## config.mk

```make
export PLATFORM = sky130hd
export DESIGN_NAME = mmm_front
export DESIGN_NICKNAME = d
export VERILOG_FILES = /design/src/rtl/mmm_pkg.sv /design/src/rtl/mmm_front.sv
export SDC_FILE = /design/constraint.sdc
export NUM_CORES = 1
export LEC_CHECK = 0
export BUFFER_PORTS_ARGS = -buffer_cell sky130_fd_sc_hd__clkbuf_2
export CAP_MARGIN = 5
export CORE_ASPECT_RATIO = 1.75
export CORE_MARGIN = 3
export CORE_UTILIZATION = 49
export CTS_BUF_LIST = sky130_fd_sc_hd__clkbuf_8
export DETAILED_ROUTE_END_ITERATION = 10
export GPL_ROUTABILITY_DRIVEN = 0
export PLACE_DENSITY = 0.78
export SYNTH_ARGS = -nofsm -noshare
export SYNTH_HDL_FRONTEND = slang
export SYNTH_SLANG_ARGS = --single-unit
```

## constraint.sdc

```tcl
create_clock -name clk_i -period 2.88 [get_ports clk_i]
set_input_delay 0.288 -clock clk_i [delete_from_list [all_inputs] [get_ports clk_i]]
set_output_delay 0.288 -clock clk_i [all_outputs]
set_load 0.01 [all_outputs]
```

## src/rtl/mmm_pkg.sv

```systemverilog
// ----------------------------------------------------------------------------
// mmm_pkg
// Shared types and constants for the fixed-point matrix multiply block.
// ----------------------------------------------------------------------------
package mmm_pkg;

  // default dimensions and element format
  localparam int unsigned MAX_DIM     = 8;
  localparam int unsigned VALUE_WIDTH = 32;

  // fixed field widths
  localparam int unsigned DIM_W   = 4;
  localparam int unsigned IDX_W   = 3;
  localparam int unsigned ADDR_W  = 6;
  localparam int unsigned ELEM_W  = 32;
  localparam int unsigned ACC_W   = 64;
  localparam int unsigned FRAC_W  = 16;
  localparam int unsigned QUEUE_DEPTH = 2;

  // operation codes of a request
  typedef enum logic [1:0] {
    OP_LOAD_A = 2'd0,
    OP_LOAD_B = 2'd1,
    OP_START  = 2'd2
  } op_e;

  // configuration register indexes
  typedef enum logic [1:0] {
    CFG_ROWS_A = 2'd0,
    CFG_INNER  = 2'd1,
    CFG_COLS_B = 2'd2
  } cfg_idx_e;

  // command kinds passed from front to back
  typedef enum logic [1:0] {
    CMD_LOAD_A = 2'd0,
    CMD_LOAD_B = 2'd1,
    CMD_START  = 2'd2
  } cmd_e;

  // sequencer states
  typedef enum logic {
    SEQ_IDLE = 1'b0,
    SEQ_RUN  = 1'b1
  } seq_state_e;

  typedef struct packed {
    logic [1:0]               operation;
    logic [IDX_W-1:0]         row_index;
    logic [IDX_W-1:0]         col_index;
    logic signed [ELEM_W-1:0] element_value;
  } in_req_t;

  typedef struct packed {
    logic [IDX_W-1:0]         out_row;
    logic [IDX_W-1:0]         out_col;
    logic signed [ELEM_W-1:0] out_value;
    logic                     last_element;
  } out_res_t;

  // queued command
  typedef struct packed {
    cmd_e              kind;
    logic [ADDR_W-1:0] addr;
    logic [ELEM_W-1:0] data;
  } cmd_t;

  // effective dimensions, each as its last index
  typedef struct packed {
    logic [DIM_W-1:0] n_last;
    logic [DIM_W-1:0] m_last;
    logic [DIM_W-1:0] p_last;
  } dims_t;

  // position tag that travels with each product
  typedef struct packed {
    logic [IDX_W-1:0] row;
    logic [IDX_W-1:0] col;
    logic             first;
    logic             last_k;
    logic             last_elem;
  } tag_t;

  // register value to last index, clamped to 1..max_dim
  function automatic logic [DIM_W-1:0] eff_last(logic [DIM_W-1:0] v,
                                                logic [DIM_W-1:0] max_dim);
    logic [DIM_W-1:0] r;
    if (v == '0) begin
      r = '0;
    end else if (v > max_dim) begin
      r = max_dim - DIM_W'(1);
    end else begin
      r = v - DIM_W'(1);
    end
    return r;
  endfunction

endpackage

```

## src/rtl/mmm_front.sv

```systemverilog
// ----------------------------------------------------------------------------
// mmm_front
// Accepts requests, drops unused codes and out-of-range loads, and queues
// load and start commands for the back end.
// ----------------------------------------------------------------------------
module mmm_front #(
  parameter int unsigned MAX_DIM = mmm_pkg::MAX_DIM
) (
  input  logic             clk_i,
  input  logic             rst_ni,
  input  logic             in_valid_i,
  output logic             in_ready_o,
  input  mmm_pkg::in_req_t in_i,
  output logic             cmd_valid_o,
  input  logic             cmd_ready_i,
  output mmm_pkg::cmd_t    cmd_o
);

  localparam int unsigned DEPTH = mmm_pkg::QUEUE_DEPTH;
  localparam int unsigned PW    = (DEPTH > 1) ? $clog2(DEPTH) : 1;
  localparam int unsigned CW    = $clog2(DEPTH + 1);

  mmm_pkg::cmd_t  entry_q [DEPTH];
  logic [PW-1:0]  wr_ptr_q, rd_ptr_q;
  logic [CW-1:0]  count_q;
  mmm_pkg::cmd_t  cmd_new;
  logic           keep;
  logic           push, pop;
  logic           in_range;

  // classify the incoming request
  always_comb begin
    in_range = ({1'b0, in_i.row_index} < (mmm_pkg::IDX_W + 1)'(MAX_DIM)) &&
               ({1'b0, in_i.col_index} < (mmm_pkg::IDX_W + 1)'(MAX_DIM));
    cmd_new.addr = mmm_pkg::ADDR_W'(int'(in_i.row_index) * MAX_DIM +
                                    int'(in_i.col_index));
    cmd_new.data = in_i.element_value;
    cmd_new.kind = mmm_pkg::CMD_START;
    keep = 1'b0;
    case (mmm_pkg::op_e'(in_i.operation))
      mmm_pkg::OP_LOAD_A: begin
        cmd_new.kind = mmm_pkg::CMD_LOAD_A;
        keep = in_range;
      end
      mmm_pkg::OP_LOAD_B: begin
        cmd_new.kind = mmm_pkg::CMD_LOAD_B;
        keep = in_range;
      end
      mmm_pkg::OP_START: begin
        cmd_new.kind = mmm_pkg::CMD_START;
        keep = 1'b1;
      end
      default: begin
        keep = 1'b0;
      end
    endcase
  end

  assign in_ready_o  = (count_q < CW'(DEPTH));
  assign push        = in_valid_i && in_ready_o && keep;
  assign cmd_valid_o = (count_q != '0);
  assign pop         = cmd_valid_o && cmd_ready_i;
  assign cmd_o       = entry_q[rd_ptr_q];

  // queue storage
  always_ff @(posedge clk_i) begin
    if (push) begin
      entry_q[wr_ptr_q] <= cmd_new;
    end
  end

  // queue pointers and fill count
  always_ff @(posedge clk_i or negedge rst_ni) begin
    if (!rst_ni) begin
      wr_ptr_q <= '0;
      rd_ptr_q <= '0;
      count_q  <= '0;
    end else begin
      if (push) begin
        wr_ptr_q <= (wr_ptr_q == PW'(DEPTH - 1)) ? '0 : wr_ptr_q + PW'(1);
      end
      if (pop) begin
        rd_ptr_q <= (rd_ptr_q == PW'(DEPTH - 1)) ? '0 : rd_ptr_q + PW'(1);
      end
      if (push && !pop) begin
        count_q <= count_q + CW'(1);
      end else if (pop && !push) begin
        count_q <= count_q - CW'(1);
      end
    end
  end

endmodule

```

==> flow_summary_export.csv <==
group,metric,value,unit
detailed_routing,drt_first_pass_iters,4,
sta,finalCriticalPeriod,2.13,ns
logic_synthesis,async_flop_share,4.76,%
detailed_routing,wl_per_cell,16.3,um
critical_path,slowest_stage,"dfrtp_2",
critical_path,cp.required,2.59,ns
detailed_routing,ant_nets,0,
pwr,vdd_drop_max,0.000636,V
floorplanning,die-height,115,um
pwr,swShare,28.6,%
detailed_routing,drcViolationCount,0,
pwr,p_leak,1.62,nW
logic_synthesis,synth_edf_count,80,
sta,rsz0062_at_grt,"false",
cts,cts_tree,"yes",
critical_path,path_buf_inv,2,
finish,syn_to_final_growth,19.8,%
pwr,switchingPower,992,uW
floorplanning,io_pins,86,
grt,grt_pass1_wl,8.11,mm
cts,insertion_delay,0.34,ns
cts,root_buffer,"clkbuf_8",
logic_synthesis,synth-seq-cells,84,
detailed_routing,detail_route.iter0.violations,36,
cts,cts.sink_count,84,
logic_synthesis,syn_nets,190,
pwr,power_frac_seq,48.4,%
grt,antenna_found_initial,0,
logic_synthesis,synth_cell_types,17,
cts,cts_setup_buffers,0,
logic_synthesis,ys_seq_area_share,75.9,%
grt,grt_usage,15.0,%
cts,clk_pin_slew,0.07,ns
sta,skew,0.00281,ns
finish,final_core_util,62.0,%
sta,slew_violations,0,
cts,htreeDepth,3,
finish,finish.net_count,285,
logic_synthesis,synth_area,3300,um2
critical_path,path_delay_family,"flip-flops",
cts,cts_resized,0,
logic_synthesis,avgSynthCellArea,22.7,um2
cts,cts_hold_buf,1,
floorplanning,core_area,6370,um2
detailed_routing,finalWirelength,5.28,mm
critical_path,cp_data_arrival_time,1.84,ns
grt,overflow,0,
logic_synthesis,synthTopCellsByArea,"edfxtp_1 73%, mux2_4 18%, dfrtp_1 3.0%",
critical_path,startpoint_type,"register",
flow_run,cap_violations,0,
finish,final_cell_mix,"85 x clkbuf_2, 80 x edfxtp_1, 39 x mux2_4",
placement,dpl.hpwl,3.88,mm
detailed_routing,vias,1579,
worst_hold_path,hp-class,"in2reg",
sta,fmax,469,MHz
sta,tightestPinTransition,0.554,ns
logic_synthesis,postSynthCellCount,145,
floorplanning,rows,38,
pwr,p_int,2.47,mW
critical_path,r2r_start,"count_q[1]",
sta,slew_headroom,63.1,%
pwr,comb_power_share,32.8,%
floorplanning,start_util,51.7,%
sta,fin_tns_setup,0,ns
critical_path,worst_r2r_endpoint,"entry_q[1][1]",
detailed_routing,vias_per_cell,4.87,
finish,layout-drive-gt1-share,58.2,%
finish,diodes,0,
cts,numCtsBuffers,9,
floorplanning,dieArea,7790,um2
critical_path,endpoint_kind,"primary output",
worst_hold_path,whs_endpoint,"entry_q[0][31]",
logic_synthesis,ys_warn_count,0,
logic_synthesis,synth.largest_area_cell,"edfxtp_1",
logic_synthesis,synth_top_area_share,72.9,%
cts,clk_path_buf_depth,2,
critical_path,cp_max_fo,25,
pwr,power_density,876,nW/um2
critical_path,worstRegToRegCells,4,
worst_hold_path,hold_start,"in_i[31]",
worst_hold_path,hold_depth,1,
finish,final_common_cell,"clkbuf_2",
sta,period_share,74.0,%
critical_path,path_cells,"buf_12 > mux2_2 > clkbuf_2",
grt,grt_pass1_vias,1689,
critical_path,reg2reg_slack,1.05,ns
grt,grt_max_degree,27,
placement,io_buffers,85,
sta,setup-violations-final,0,
sta,hold_viol_final,0,
critical_path,critPathMaxStageDelay,0.72,ns
pwr,clockPowerShare,18.8,%
status,status,"completed",
critical_path,crit_type,"reg2out",
floorplanning,die_w,68.0,um
logic_synthesis,synth_ff_type,"edfxtp_1",
==> how the worst max path moves through the flow <==
stage	end	depth (start not counted)	from
CTS	cmd_o[19]	3	rd_ptr_q
detailed placement	entry_q[1][35]	4	count_q[1]
floorplan	entry_q[0][0]	3	count_q[1]
global placement	entry_q[1][23]	5	in_i[39]
finish	cmd_o[19]	3	rd_ptr_q
global route	cmd_o[19]	3	rd_ptr_q
==> state kept, by name, summed over array words and instances, names as in the netlist <==
signal,count
entry_q,80
wr_ptr_q,1
rd_ptr_q,1
count_q,2
==> per-layer routing <==
layer,share of wire [%],vias to the layer above,global-route usage [%]
met5,0,-,0
met2,56,56,25.4
li1,-,751,-
met4,2.4,0,9.56
met1,35,764,16.2
met3,6.3,8,3.34
==> synthesized netlist by cell type (2+ instances only) <==
library cell	n
buf_12	4
dfrtp_1	4
xor2_1	2
nand2_1	2
xnor2_1	3
edfxtp_1	80
mux2_4	39
nor2b_1	2
==> through the flow <==
step | total power, mW | hold WS [ns] | cells | setup slack (ns) | instance area [um2]
6_report | 3.46 | 0.135 | 324 | 0.749 | 3950
5_1_grt | 3.64 | 0.114 | 324 | 0.655 | 3950
4_1_cts | 3.51 | 0.113 | 324 | 0.702 | 3950
3_5_place_dp | 2.86 | 0.103 | 308 | 1.04 | 3790
3_3_place_gp | 2.83 | 0.102 | 308 | 1.09 | 3790
2_1_floorplan | 2.57 | -0.00759 | 145 | 0.656 | 3300
==> kinds of logic after synthesis <==
kind of cell / Yosys count / share of synthesized area, %
flops: 84 / 75.9
mux: 40 / 18.1
simple gates: 8 / 1.29
buf+inv: 7 / 3.00
xor+xnor: 5 / 1.33
fa+ha+maj: 1 / 0.379
==> power groups by stage <==
| stage | clock network, mW | logic (mW) | registers, mW |
|---|---|---|---|
| after floorplan | 0 | 0.945 | 1.63 |
| after global placement | 0 | 1.14 | 1.70 |
| after detailed placement | 0 | 1.15 | 1.71 |
| after CTS | 0.674 | 1.16 | 1.68 |
| after global routing | 0.725 | 1.22 | 1.70 |
| final | 0.652 | 1.13 | 1.68 |
==> layout make-up <==
type	instances	area [um2]
sequential	84	2500
fill	499	2420
multi-input combinational	54	704
timing repair buffer	90	490
clock buffer	9	124
tap	80	100
clock inverter	6	23.8
inverter	1	3.75
(Power assumes the default switching activity.)
